File: src/sv/lpht_pkg.sv
// Shared widths, codes, state encoding and control structs of the hash table.
`default_nettype none

package lpht_pkg;

   localparam int OP_W      = 2;
   localparam int KEY_W     = 31;
   localparam int PAYLOAD_W = 64;
   localparam int STATUS_W  = 3;
   localparam int MARK_W    = 2;

   // Key reduction modulo the table depth runs one hex digit per cycle.
   localparam int DIGIT_W   = 4;
   localparam int KEY_PAD_W = 32;
   localparam int MOD_STEPS = KEY_PAD_W / DIGIT_W;
   localparam int STEP_W    = $clog2(MOD_STEPS);

   localparam logic [OP_W-1:0] OP_INSERT = 2'd0;
   localparam logic [OP_W-1:0] OP_DELETE = 2'd1;
   localparam logic [OP_W-1:0] OP_LOOKUP = 2'd2;

   localparam logic [MARK_W-1:0] MARK_EMPTY = 2'd0;
   localparam logic [MARK_W-1:0] MARK_USED  = 2'd1;
   localparam logic [MARK_W-1:0] MARK_TOMB  = 2'd2;

   localparam logic [STATUS_W-1:0] STS_INSERTED = 3'd0;
   localparam logic [STATUS_W-1:0] STS_UPDATED  = 3'd1;
   localparam logic [STATUS_W-1:0] STS_FULL     = 3'd2;
   localparam logic [STATUS_W-1:0] STS_DELETED  = 3'd3;
   localparam logic [STATUS_W-1:0] STS_NOTFOUND = 3'd4;
   localparam logic [STATUS_W-1:0] STS_FOUND    = 3'd5;

   typedef enum logic [2:0] {
      S_CLEAR,
      S_IDLE,
      S_HOME,
      S_ISSUE,
      S_PROBE,
      S_DONE
   } fsm_state_type;

   typedef struct packed {
      logic req_ready;
      logic accept;
      logic mod_step;
      logic read_home;
      logic probe;
      logic commit;
      logic clear;
   } lpht_cmd_type;

   typedef struct packed {
      logic req_valid;
      logic op_ok;
      logic mod_done;
      logic probe_stop;
      logic clear_done;
      logic rsp_free;
   } lpht_stat_type;

endpackage

`default_nettype wire

File: src/sv/lpht_if.sv
// Request and response channel interfaces of the hash table.
`default_nettype none

interface lpht_req_if import lpht_pkg::*; ();
   logic                 valid;
   logic                 ready;
   logic [OP_W-1:0]      op;
   logic [KEY_W-1:0]     key;
   logic [PAYLOAD_W-1:0] payload;

   modport source (output valid, output op, output key, output payload, input ready);
   modport sink   (input valid, input op, input key, input payload, output ready);
endinterface

interface lpht_rsp_if import lpht_pkg::*; ();
   logic                 valid;
   logic                 ready;
   logic [STATUS_W-1:0]  status;
   logic [PAYLOAD_W-1:0] data_out;

   modport source (output valid, output status, output data_out, input ready);
   modport sink   (input valid, input status, input data_out, output ready);
endinterface

`default_nettype wire

File: src/sv/linear_probe_hash_table.sv
// Top level of the linear-probing hash table: controller and datapath.
//
//   Channel    Direction  Contents
//   req_chan   in         op, key, payload
//   rsp_chan   out        status, data_out
//
// An accepted item passes through key reduction, a read of the home slot, a probe of P
// slots (1 to TABLE_DEPTH), one per cycle through the registered memory read, and a commit.
// For a depth that is not a power of two, the key reduction steps through the key by digits.
// An unused op code skips the key reduction and the probe and goes straight to its result.
// After reset, a clearing pass over every slot empties the slot marks; no item
// is accepted meanwhile. A waiting result sits in an output register, so the next item
// is accepted while it waits; a new result waits only if the old one is still there.
`default_nettype none

module linear_probe_hash_table import lpht_pkg::*; #(
   parameter int TABLE_DEPTH = 16
) (
   input wire logic   clock,
   input wire logic   reset,
   lpht_req_if.sink   req_chan,
   lpht_rsp_if.source rsp_chan
);

   lpht_cmd_type  cmd;
   lpht_stat_type stat;

   lpht_ctrl u_ctrl (
      .clock (clock),
      .reset (reset),
      .stat  (stat),
      .cmd   (cmd)
   );

   lpht_datapath #(
      .TABLE_DEPTH (TABLE_DEPTH)
   ) u_datapath (
      .clock    (clock),
      .reset    (reset),
      .req_chan (req_chan),
      .rsp_chan (rsp_chan),
      .cmd      (cmd),
      .stat     (stat)
   );

endmodule

`default_nettype wire

File: src/sv/lpht_ram.sv
// Generic single-write, single-read RAM with registered read data.
`default_nettype none

module lpht_ram #(
   parameter int WIDTH = 8,
   parameter int DEPTH = 16
) (
   input  wire logic                     clock,
   input  wire logic                     we,
   input  wire logic [$clog2(DEPTH)-1:0] waddr,
   input  wire logic [WIDTH-1:0]         wdata,
   input  wire logic [$clog2(DEPTH)-1:0] raddr,
   output logic      [WIDTH-1:0]         rdata
);

   logic [WIDTH-1:0] mem_ff [DEPTH];
   logic [WIDTH-1:0] rdata_ff;

   always_ff @(posedge clock) begin
      if (we) begin
         mem_ff[waddr] <= wdata;
      end
      rdata_ff <= mem_ff[raddr];
   end

   assign rdata = rdata_ff;

endmodule

`default_nettype wire

File: src/sv/lpht_ctrl.sv
// Controller state machine that sequences clearing, key reduction, probing and commit.
`default_nettype none

module lpht_ctrl import lpht_pkg::*; (
   input  wire logic          clock,
   input  wire logic          reset,
   input  wire lpht_stat_type stat,
   output lpht_cmd_type       cmd
);

   fsm_state_type state_ff;
   fsm_state_type state_in;

   always_ff @(posedge clock) begin
      if (reset) begin
         state_ff <= S_CLEAR;
      end else begin
         state_ff <= state_in;
      end
   end

   always_comb begin
      state_in = state_ff;
      unique case (state_ff)
         S_CLEAR: begin
            if (stat.clear_done) state_in = S_IDLE;
         end
         S_IDLE: begin
            if (stat.req_valid) state_in = stat.op_ok ? S_HOME : S_DONE;
         end
         S_HOME: begin
            if (stat.mod_done) state_in = S_ISSUE;
         end
         S_ISSUE: begin
            state_in = S_PROBE;
         end
         S_PROBE: begin
            if (stat.probe_stop) state_in = S_DONE;
         end
         S_DONE: begin
            if (stat.rsp_free) state_in = S_IDLE;
         end
         default: begin
            state_in = S_CLEAR;
         end
      endcase
   end

   always_comb begin
      cmd = '0;
      unique case (state_ff)
         S_CLEAR: begin
            cmd.clear = 1'b1;
         end
         S_IDLE: begin
            cmd.req_ready = 1'b1;
            cmd.accept    = stat.req_valid;
         end
         S_HOME: begin
            cmd.mod_step = 1'b1;
         end
         S_ISSUE: begin
            cmd.read_home = 1'b1;
         end
         S_PROBE: begin
            cmd.probe = 1'b1;
         end
         S_DONE: begin
            cmd.commit = stat.rsp_free;
         end
         default: begin
            cmd = '0;
         end
      endcase
   end

endmodule

`default_nettype wire

File: src/sv/lpht_datapath.sv
// Datapath with slot memories, key reduction, probe evaluation and the result register.
`default_nettype none

module lpht_datapath import lpht_pkg::*; #(
   parameter int TABLE_DEPTH = 16
) (
   input  wire logic         clock,
   input  wire logic         reset,
   lpht_req_if.sink          req_chan,
   lpht_rsp_if.source        rsp_chan,
   input  wire lpht_cmd_type cmd,
   output lpht_stat_type     stat
);

   localparam int              IDX_W     = $clog2(TABLE_DEPTH);
   localparam bit              IS_POW2   = (TABLE_DEPTH & (TABLE_DEPTH - 1)) == 0;
   localparam logic [IDX_W-1:0] LAST_IDX = IDX_W'(TABLE_DEPTH - 1);
   localparam logic [IDX_W:0]  DEPTH_EXT = (IDX_W + 1)'(TABLE_DEPTH);
   localparam int              ENTRY_W   = KEY_W + PAYLOAD_W;

   // Shifts one digit of the key into the running remainder.
   function automatic logic [IDX_W-1:0] mod_digit(input logic [IDX_W-1:0] rem,
                                                  input logic [DIGIT_W-1:0] digit);
      logic [IDX_W:0] r;
      r = {1'b0, rem};
      for (int i = DIGIT_W - 1; i >= 0; i--) begin
         r = {r[IDX_W-1:0], digit[i]};
         if (r >= DEPTH_EXT) r = r - DEPTH_EXT;
      end
      return r[IDX_W-1:0];
   endfunction

   logic [OP_W-1:0]      op_ff;
   logic [KEY_W-1:0]     key_ff;
   logic [PAYLOAD_W-1:0] payload_ff;
   logic [KEY_PAD_W-1:0] kshift_ff;
   logic [STEP_W-1:0]    step_ff;
   logic [IDX_W-1:0]     rem_ff;
   logic [IDX_W-1:0]     idx_ff;
   logic [IDX_W-1:0]     count_ff;
   logic                 tomb_valid_ff;
   logic [IDX_W-1:0]     tomb_idx_ff;
   logic                 wr_mark_en_ff;
   logic                 wr_entry_en_ff;
   logic [IDX_W-1:0]     wr_idx_ff;
   logic [MARK_W-1:0]    wr_mark_ff;
   logic [STATUS_W-1:0]  res_status_ff;
   logic [PAYLOAD_W-1:0] res_data_ff;
   logic                 rsp_valid_ff;
   logic                 rsp_valid_in;
   logic [STATUS_W-1:0]  rsp_status_ff;
   logic [PAYLOAD_W-1:0] rsp_data_ff;
   logic [IDX_W-1:0]     clr_idx_ff;

   logic [MARK_W-1:0]    mark_rd;
   logic [ENTRY_W-1:0]   entry_rd;
   logic [KEY_W-1:0]     rd_key;
   logic [PAYLOAD_W-1:0] rd_payload;
   logic                 is_empty;
   logic                 is_used;
   logic                 is_hit;
   logic                 is_tomb;
   logic                 is_last;
   logic                 probe_stop;
   logic                 tomb_any;
   logic [IDX_W-1:0]     tomb_sel;
   logic [IDX_W-1:0]     next_idx;
   logic [IDX_W-1:0]     raddr;

   logic                 dec_mark_en;
   logic                 dec_entry_en;
   logic [IDX_W-1:0]     dec_idx;
   logic [MARK_W-1:0]    dec_mark;
   logic [STATUS_W-1:0]  dec_status;
   logic [PAYLOAD_W-1:0] dec_data;

   logic                 mark_we;
   logic [IDX_W-1:0]     mark_waddr;
   logic [MARK_W-1:0]    mark_wdata;
   logic                 entry_we;

   assign rd_key     = entry_rd[PAYLOAD_W +: KEY_W];
   assign rd_payload = entry_rd[PAYLOAD_W-1:0];
   assign is_empty   = mark_rd == MARK_EMPTY;
   assign is_used    = mark_rd == MARK_USED;
   assign is_hit     = is_used && (rd_key == key_ff);
   assign is_tomb    = !is_empty && !is_used;
   assign is_last    = count_ff == LAST_IDX;
   assign probe_stop = is_hit || is_empty || is_last;
   assign tomb_any   = tomb_valid_ff || is_tomb;
   assign tomb_sel   = tomb_valid_ff ? tomb_idx_ff : idx_ff;
   assign next_idx   = (idx_ff == LAST_IDX) ? '0 : idx_ff + 1'b1;
   assign raddr      = cmd.read_home ? rem_ff : next_idx;

   always_comb begin
      dec_mark_en  = 1'b0;
      dec_entry_en = 1'b0;
      dec_idx      = idx_ff;
      dec_mark     = MARK_USED;
      dec_status   = STS_NOTFOUND;
      dec_data     = '0;
      case (op_ff)
         OP_INSERT: begin
            if (is_hit) begin
               dec_entry_en = 1'b1;
               dec_status   = STS_UPDATED;
            end else if (tomb_any) begin
               dec_mark_en  = 1'b1;
               dec_entry_en = 1'b1;
               dec_idx      = tomb_sel;
               dec_status   = STS_INSERTED;
            end else if (is_empty) begin
               dec_mark_en  = 1'b1;
               dec_entry_en = 1'b1;
               dec_status   = STS_INSERTED;
            end else begin
               dec_status = STS_FULL;
            end
         end
         OP_DELETE: begin
            if (is_hit) begin
               dec_mark_en = 1'b1;
               dec_mark    = MARK_TOMB;
               dec_status  = STS_DELETED;
            end
         end
         OP_LOOKUP: begin
            if (is_hit) begin
               dec_status = STS_FOUND;
               dec_data   = rd_payload;
            end
         end
         default: begin
            dec_status = STS_NOTFOUND;
         end
      endcase
   end

   always_ff @(posedge clock) begin
      if (cmd.accept) begin
         op_ff          <= req_chan.op;
         key_ff         <= req_chan.key;
         payload_ff     <= req_chan.payload;
         kshift_ff      <= KEY_PAD_W'(req_chan.key);
         step_ff        <= '0;
         rem_ff         <= IS_POW2 ? req_chan.key[IDX_W-1:0] : '0;
         tomb_valid_ff  <= 1'b0;
         wr_mark_en_ff  <= 1'b0;
         wr_entry_en_ff <= 1'b0;
         res_status_ff  <= STS_NOTFOUND;
         res_data_ff    <= '0;
      end
      if (cmd.mod_step && !IS_POW2) begin
         rem_ff    <= mod_digit(rem_ff, kshift_ff[KEY_PAD_W-1 -: DIGIT_W]);
         kshift_ff <= kshift_ff << DIGIT_W;
         step_ff   <= step_ff + 1'b1;
      end
      if (cmd.read_home) begin
         idx_ff   <= rem_ff;
         count_ff <= '0;
      end
      if (cmd.probe) begin
         if (probe_stop) begin
            wr_mark_en_ff  <= dec_mark_en;
            wr_entry_en_ff <= dec_entry_en;
            wr_idx_ff      <= dec_idx;
            wr_mark_ff     <= dec_mark;
            res_status_ff  <= dec_status;
            res_data_ff    <= dec_data;
         end else begin
            idx_ff   <= next_idx;
            count_ff <= count_ff + 1'b1;
            if (is_tomb && !tomb_valid_ff) begin
               tomb_valid_ff <= 1'b1;
               tomb_idx_ff   <= idx_ff;
            end
         end
      end
      if (cmd.commit) begin
         rsp_status_ff <= res_status_ff;
         rsp_data_ff   <= res_data_ff;
      end
   end

   assign rsp_valid_in = cmd.commit ? 1'b1 : (rsp_chan.ready ? 1'b0 : rsp_valid_ff);

   always_ff @(posedge clock) begin
      if (reset) begin
         rsp_valid_ff <= 1'b0;
         clr_idx_ff   <= '0;
      end else begin
         rsp_valid_ff <= rsp_valid_in;
         if (cmd.clear && (clr_idx_ff != LAST_IDX)) begin
            clr_idx_ff <= clr_idx_ff + 1'b1;
         end
      end
   end

   assign mark_we    = cmd.clear || (cmd.commit && wr_mark_en_ff);
   assign mark_waddr = cmd.clear ? clr_idx_ff : wr_idx_ff;
   assign mark_wdata = cmd.clear ? MARK_EMPTY : wr_mark_ff;
   assign entry_we   = cmd.commit && wr_entry_en_ff;

   lpht_ram #(
      .WIDTH (MARK_W),
      .DEPTH (TABLE_DEPTH)
   ) u_mark_ram (
      .clock (clock),
      .we    (mark_we),
      .waddr (mark_waddr),
      .wdata (mark_wdata),
      .raddr (raddr),
      .rdata (mark_rd)
   );

   lpht_ram #(
      .WIDTH (ENTRY_W),
      .DEPTH (TABLE_DEPTH)
   ) u_entry_ram (
      .clock (clock),
      .we    (entry_we),
      .waddr (wr_idx_ff),
      .wdata ({key_ff, payload_ff}),
      .raddr (raddr),
      .rdata (entry_rd)
   );

   assign req_chan.ready    = cmd.req_ready;
   assign rsp_chan.valid    = rsp_valid_ff;
   assign rsp_chan.status   = rsp_status_ff;
   assign rsp_chan.data_out = rsp_data_ff;

   assign stat.req_valid  = req_chan.valid;
   assign stat.op_ok      = req_chan.op <= OP_LOOKUP;
   assign stat.mod_done   = IS_POW2 || (step_ff == STEP_W'(MOD_STEPS - 1));
   assign stat.probe_stop = probe_stop;
   assign stat.clear_done = clr_idx_ff == LAST_IDX;
   assign stat.rsp_free   = !rsp_valid_ff || rsp_chan.ready;

   a_data_only_on_found: assert property (@(posedge clock) disable iff (reset)
      (rsp_valid_ff && (rsp_status_ff != STS_FOUND)) |-> (rsp_data_ff == '0))
      else $error("Response data is nonzero on a result other than found.");

   a_no_overwrite: assert property (@(posedge clock) disable iff (reset)
      cmd.commit |-> (!rsp_valid_ff || rsp_chan.ready))
      else $error("A result was loaded over one not yet taken.");

   a_home_in_range: assert property (@(posedge clock) disable iff (reset)
      cmd.read_home |-> ({1'b0, rem_ff} < DEPTH_EXT))
      else $error("The home slot lies outside the table.");

   a_mark_write_code: assert property (@(posedge clock) disable iff (reset)
      (cmd.commit && wr_mark_en_ff) |-> ((wr_mark_ff == MARK_USED) || (wr_mark_ff == MARK_TOMB)))
      else $error("A commit writes an empty mark.");

endmodule

`default_nettype wire
File: src/flat_wrapper.sv
// flat-port wrapper written by rule: the top's interface ports become plain ports
module linear_probe_hash_table_flat import lpht_pkg::*;
#(
   parameter int TABLE_DEPTH = 16
)
  (clock, reset, req_chan_valid, req_chan_op, req_chan_key, req_chan_payload, req_chan_ready, rsp_chan_valid, rsp_chan_status, rsp_chan_data_out, rsp_chan_ready);
  lpht_req_if req_chan_i ();
  lpht_rsp_if rsp_chan_i ();
  input wire logic clock;
  input wire logic reset;
  input wire logic [$bits(req_chan_i.valid)-1:0] req_chan_valid;
  input wire logic [$bits(req_chan_i.op)-1:0] req_chan_op;
  input wire logic [$bits(req_chan_i.key)-1:0] req_chan_key;
  input wire logic [$bits(req_chan_i.payload)-1:0] req_chan_payload;
  output wire logic [$bits(req_chan_i.ready)-1:0] req_chan_ready;
  output wire logic [$bits(rsp_chan_i.valid)-1:0] rsp_chan_valid;
  output wire logic [$bits(rsp_chan_i.status)-1:0] rsp_chan_status;
  output wire logic [$bits(rsp_chan_i.data_out)-1:0] rsp_chan_data_out;
  input wire logic [$bits(rsp_chan_i.ready)-1:0] rsp_chan_ready;
  assign req_chan_i.valid = req_chan_valid;
  assign req_chan_i.op = req_chan_op;
  assign req_chan_i.key = req_chan_key;
  assign req_chan_i.payload = req_chan_payload;
  assign req_chan_ready = req_chan_i.ready;
  assign rsp_chan_valid = rsp_chan_i.valid;
  assign rsp_chan_status = rsp_chan_i.status;
  assign rsp_chan_data_out = rsp_chan_i.data_out;
  assign rsp_chan_i.ready = rsp_chan_ready;
  linear_probe_hash_table #(.TABLE_DEPTH(TABLE_DEPTH)) u_core (.clock(clock), .reset(reset), .req_chan(req_chan_i), .rsp_chan(rsp_chan_i));
endmodule
File: config.mk
export PLATFORM = sky130hd
export DESIGN_NAME = linear_probe_hash_table_flat
export DESIGN_NICKNAME = d
export VERILOG_FILES = /design/src/sv/lpht_pkg.sv /design/src/sv/lpht_if.sv /design/src/sv/linear_probe_hash_table.sv /design/src/sv/lpht_ram.sv /design/src/sv/lpht_ctrl.sv /design/src/sv/lpht_datapath.sv /design/src/flat_wrapper.sv
export SDC_FILE = /design/constraint.sdc
export NUM_CORES = 2
export LEC_CHECK = 0
export BUFFER_PORTS_ARGS = -buffer_cell sky130_fd_sc_hd__buf_4
export CAP_MARGIN = 20
export CORE_ASPECT_RATIO = 1.2
export CORE_MARGIN = 4
export CORE_UTILIZATION = 50
export CTS_CLUSTER_SIZE = 12
export DETAILED_ROUTE_END_ITERATION = 10
export PLACE_DENSITY = 0.66
export SLEW_MARGIN = 20
export SYNTH_ARGS = -nofsm -noshare
export SYNTH_HDL_FRONTEND = slang
export SYNTH_SLANG_ARGS = --single-unit
File: constraint.sdc
create_clock -name clock -period 11.5 [get_ports clock]
set_input_delay 1.15 -clock clock [delete_from_list [all_inputs] [get_ports clock]]
set_output_delay 1.15 -clock clock [all_outputs]
set_load 0.01 [all_outputs]
==> flow_metrics.tcl <==
set metrics [dict create \
    dp_hpwl_um 83300 \
    ys_types 53 \
    drive_gt1_share_pct 16.52 \
    io_buffer_count 169 \
    antenna_found_initial 6 \
    clock-sinks 1909 \
    syn_area_mm2 0.07016 \
    syn_nets 4297 \
    drv_slew 0 \
    syn_inst 4193 \
    cap_violations 0 \
    syn_area_per_cell_um2 16.73 \
    status "finished, final reports clean" \
    end_kind "flop" \
    post_cts_resized 0 \
    grt_max_degree 173 \
    drc_errors 0 \
    gr-total-overflow 0 \
    ys_seq_elements 1909 \
    synth_ff_type "edfxtp_1" \
    clockRootBuffer "clkbuf_16" \
    fmax_mhz 212.3 \
    critPathKind "flop to flop" \
    numCtsBuffers 184 \
    tritoncts "built" \
    finalSetupViolations 0 \
    dp_slack_ns 6.353 \
    maxSlewHeadroom_pct 22.72 \
    reg2reg_from "u_core.u_ctrl.state_ff[1]" \
    arrival_ns 5.39 \
    clkPwrFrac_pct 29.3 \
    nets 4474 \
    path_clk_slew_ns 0.06 \
    clock_path_buffers 3 \
    die_x_um 349.9 \
    skew_ns 0.03573 \
    ios 170 \
    tns_ns 0 \
    wire_per_inst_um 25.69 \
    hold_viol_final 0 \
    fin_crit_ns 4.710 \
    yosys_warnings 0 \
    htree_levels 4 \
    post_cts_buffers 0 \
    hp-class "flop to flop" \
    swShare_pct 32.28 \
    synth_edf_count 1726 \
    die-area_mm2 0.1464 \
    grt_pass1_vias 37758 \
    cts-hold-fix-buffers 0 \
    drt_iter0_drc 3808 \
    area_growth_pct 12.67 \
    hold_start "u_core.u_datapath.res_data_ff[49]" \
    fp.dieH_um 418.3 \
    p_seq_share_pct 43.6 \
    clk_latency_ns 0.82 \
    pwr-share-comb_pct 27.1 \
    drt-vias-per-instance 5.891 \
    fill_cells 10481 \
    ant_nets 0 \
    coreArea_mm2 0.1394 \
    p_int_mw 13.02 \
    async_flop_share_pct 0 \
    netSwitchingPower_mw 6.205 \
    ir_worst_vdd_v 0.0003261 \
    initial_core_util_pct 50.31 \
    crit_start "u_core.u_ctrl.state_ff[1]" \
    grt_usage_pct 22.37 \
    vias 37423 \
    worst_slack_ns 6.790 \
    crit_fanout 131 \
    synth.yosys.seq_area_share_pct 79.10 \
    dr.pass1.iters 5 \
    grt_pass1_wl_um 243500 \
    p_leak_nw 26.67 \
    power_density_mw_per_mm2 243.2 \
    wl_um 163200 \
    required_ns 12.18 \
    rsz0062_at_grt "false" \
    start_kind "flop" \
    rows 150 \
    finalCritPeriodShare_pct 40.96 \
    gp_congestion 0.7594 \
    worst_slew_pin_slew_ns 1.159 \
]
[path summary, 6_finish.rpt]
check	slack, ns	to	cells after the start
max	6.79	u_core.u_datapath.u_entry_ram.rdata[93]	7
max reg2reg	6.79	u_core.u_datapath.u_entry_ram.rdata[93]	7
min	0.42	u_core.u_datapath.rsp_chan.data_out[49]	0
min reg2reg	0.42	u_core.u_datapath.rsp_chan.data_out[49]	0
[registers in the layout (all words and copies together) (netlist names)]
| signal | count |
|---|---|
| u_core.u_ctrl.state_ff | 3 |
| u_core.u_datapath.clr_idx_ff | 4 |
| u_core.u_datapath.count_ff | 4 |
| u_core.u_datapath.idx_ff | 4 |
| u_core.u_datapath.key_ff | 31 |
| u_core.u_datapath.op_ff | 2 |
| u_core.u_datapath.payload_ff | 64 |
| u_core.u_datapath.res_data_ff | 64 |
| u_core.u_datapath.res_status_ff | 3 |
| u_core.u_datapath.rsp_chan.data_out | 64 |
| u_core.u_datapath.rsp_chan.status | 3 |
| u_core.u_datapath.rsp_chan.valid | 1 |
| u_core.u_datapath.tomb_idx_ff | 4 |
| u_core.u_datapath.tomb_valid_ff | 1 |
| u_core.u_datapath.u_entry_ram.mem_ff | 1520 |
| u_core.u_datapath.u_entry_ram.rdata | 95 |
| u_core.u_datapath.u_mark_ram.mem_ff | 32 |
| u_core.u_datapath.u_mark_ram.rdata | 2 |
| u_core.u_datapath.wr_entry_en_ff | 1 |
| u_core.u_datapath.wr_idx_ff | 4 |
| u_core.u_datapath.wr_mark_en_ff | 1 |
| u_core.u_datapath.wr_mark_ff | 2 |
[per-stage QoR]
stage / util, % / instances / hold slack [ns] / area, um^2 / power, mW
detailed placement: 52.66 / 6008 / 0.4139 / 73430 / 13.78
global placement: 52.65 / 6007 / 0.4129 / 73430 / 13.73
global route: 56.68 / 6352 / 0.4324 / 79040 / 20.16
floorplan: - / 4193 / 0.4080 / 70160 / 12.06
finish: 56.69 / 6353 / 0.4200 / 79050 / 19.22
CTS: 56.68 / 6352 / 0.4253 / 79040 / 19.40
[kinds of logic (layout without fill, tap and decap cells)]
| group | after synthesis | count (layout) | share of synthesized area, % |
|---|---|---|---|
| AO/OA/AOI/OAI | 222 | 222 | 2.665 |
| XOR/XNOR | 34 | 34 | 0.4352 |
| adder cells (fa/ha/maj) | 3 | 3 | 0.05351 |
| buffers and inverters | 253 | 588 | 1.543 |
| flip-flops | 1909 | 1909 | 79.10 |
| multiplexers | 203 | 203 | 6.363 |
| other | 0 | 1 | 0 |
| AND/OR/NAND/NOR | 1569 | 1569 | 9.841 |
[cell usage in the layout (no fill, tap or decap), types with 4 or more instances in the layout]
cell,count
edfxtp_1,1726
nand2_1,786
nand3_1,673
buf_4,231
mux4_2,194
clkbuf_16,185
dfxtp_1,183
clkbuf_1,123
a22oi_1,98
a32o_2,60
nor2_1,38
xor2_1,17
xnor2_1,16
a21oi_1,13
nor2_4,12
nor2b_1,8
clkinv_16,8
clkbuf_8,8
clkinv_2,8
inv_1,7
o21ai_0,7
inv_6,7
nor3_1,7
nand2b_1,6
and2_1,6
nor4_1,6
nand4_1,6
mux2i_1,5
a31oi_1,5
nand3b_1,4
a31o_2,4
mux2_2,4
nor3_2,4
clkinv_1,4
buf_12,4
[cell type report]
class                      instances  area (um^2)  area share (%)
tap                             1824         2282           2.887
multi-input combinational       2031        13810           17.47
timing repair buffer             236         1819           2.301
inverter                           8        35.03         0.04432
antenna                            1        2.502        0.003166
sequential                      1909        55490           70.20
clock buffer                     316         5201           6.580
clock inverter                    28        407.9          0.5160
[routing by layer]
layer | wire length (um) | global-route usage [%] | up-vias
li1 | - | - | 16477
met1 | 65660 | 29.95 | 19350
met2 | 83440 | 38.20 | 1319
met3 | 9916 | 3.374 | 275
met4 | 4193 | 6.835 | 2
met5 | 13 | 0 | -
[cells in the mapped netlist, types with 2 or more instances]
| cell type | number | share of area [%] |
|---|---|---|
| a21oi_1 | 14 | 0.10 |
| a31o_2 | 5 | 0.062 |
| nand4_1 | 6 | 0.054 |
| a21o_1 | 4 | 0.043 |
| a221o_1 | 3 | 0.043 |
| a32o_2 | 60 | 0.96 |
| nor3_1 | 11 | 0.078 |
| buf_1 | 23 | 0.12 |
| a32o_1 | 4 | 0.057 |
| clkbuf_1 | 151 | 0.81 |
| a22oi_1 | 98 | 1.0 |
| and3_1 | 3 | 0.027 |
| mux4_2 | 194 | 6.2 |
| nand3_1 | 673 | 4.8 |
| mux2i_1 | 5 | 0.071 |
| nor3b_1 | 3 | 0.032 |
| nand3b_1 | 4 | 0.043 |
| inv_1 | 8 | 0.043 |
| dfxtp_1 | 183 | 5.2 |
| xnor2_1 | 16 | 0.20 |
| o21ai_0 | 7 | 0.050 |
| o32ai_1 | 2 | 0.025 |
| nand2_1 | 787 | 4.2 |
| a211oi_1 | 2 | 0.021 |
| nor2b_1 | 8 | 0.071 |
| a31oi_1 | 5 | 0.045 |
| nor4_1 | 6 | 0.054 |
| and2_1 | 6 | 0.054 |
| xor2_1 | 17 | 0.21 |
| a32oi_1 | 3 | 0.037 |
| o31ai_1 | 5 | 0.054 |
| o211ai_1 | 3 | 0.032 |
| nand2b_1 | 6 | 0.054 |
| nor2_1 | 50 | 0.27 |
| edfxtp_1 | 1726 | 74 |
| buf_6 | 7 | 0.11 |
| buf_2 | 64 | 0.46 |
| mux2_2 | 4 | 0.064 |
| ha_1 | 3 | 0.054 |
[power by group through the flow]
stage	sequential (mW)	clock [mW]	combinational (mW)
after floorplan	8.33	0	3.73
after global placement	8.52	0	5.20
after detailed placement	8.53	0	5.26
after CTS	8.39	5.74	5.28
after global routing	8.42	6.04	5.71
final	8.38	5.63	5.21
[worst max-delay path, cell delays in order, from the launching register on]
cell and delay (ns):
dfxtp_1 0.52, and3b_1 0.52, o21a_4 0.75, buf_12 0.68, buf_4 0.81, mux4_2 0.59
a22o_1 0.24, a221o_1 0.25
(Power assumes the default switching activity.)
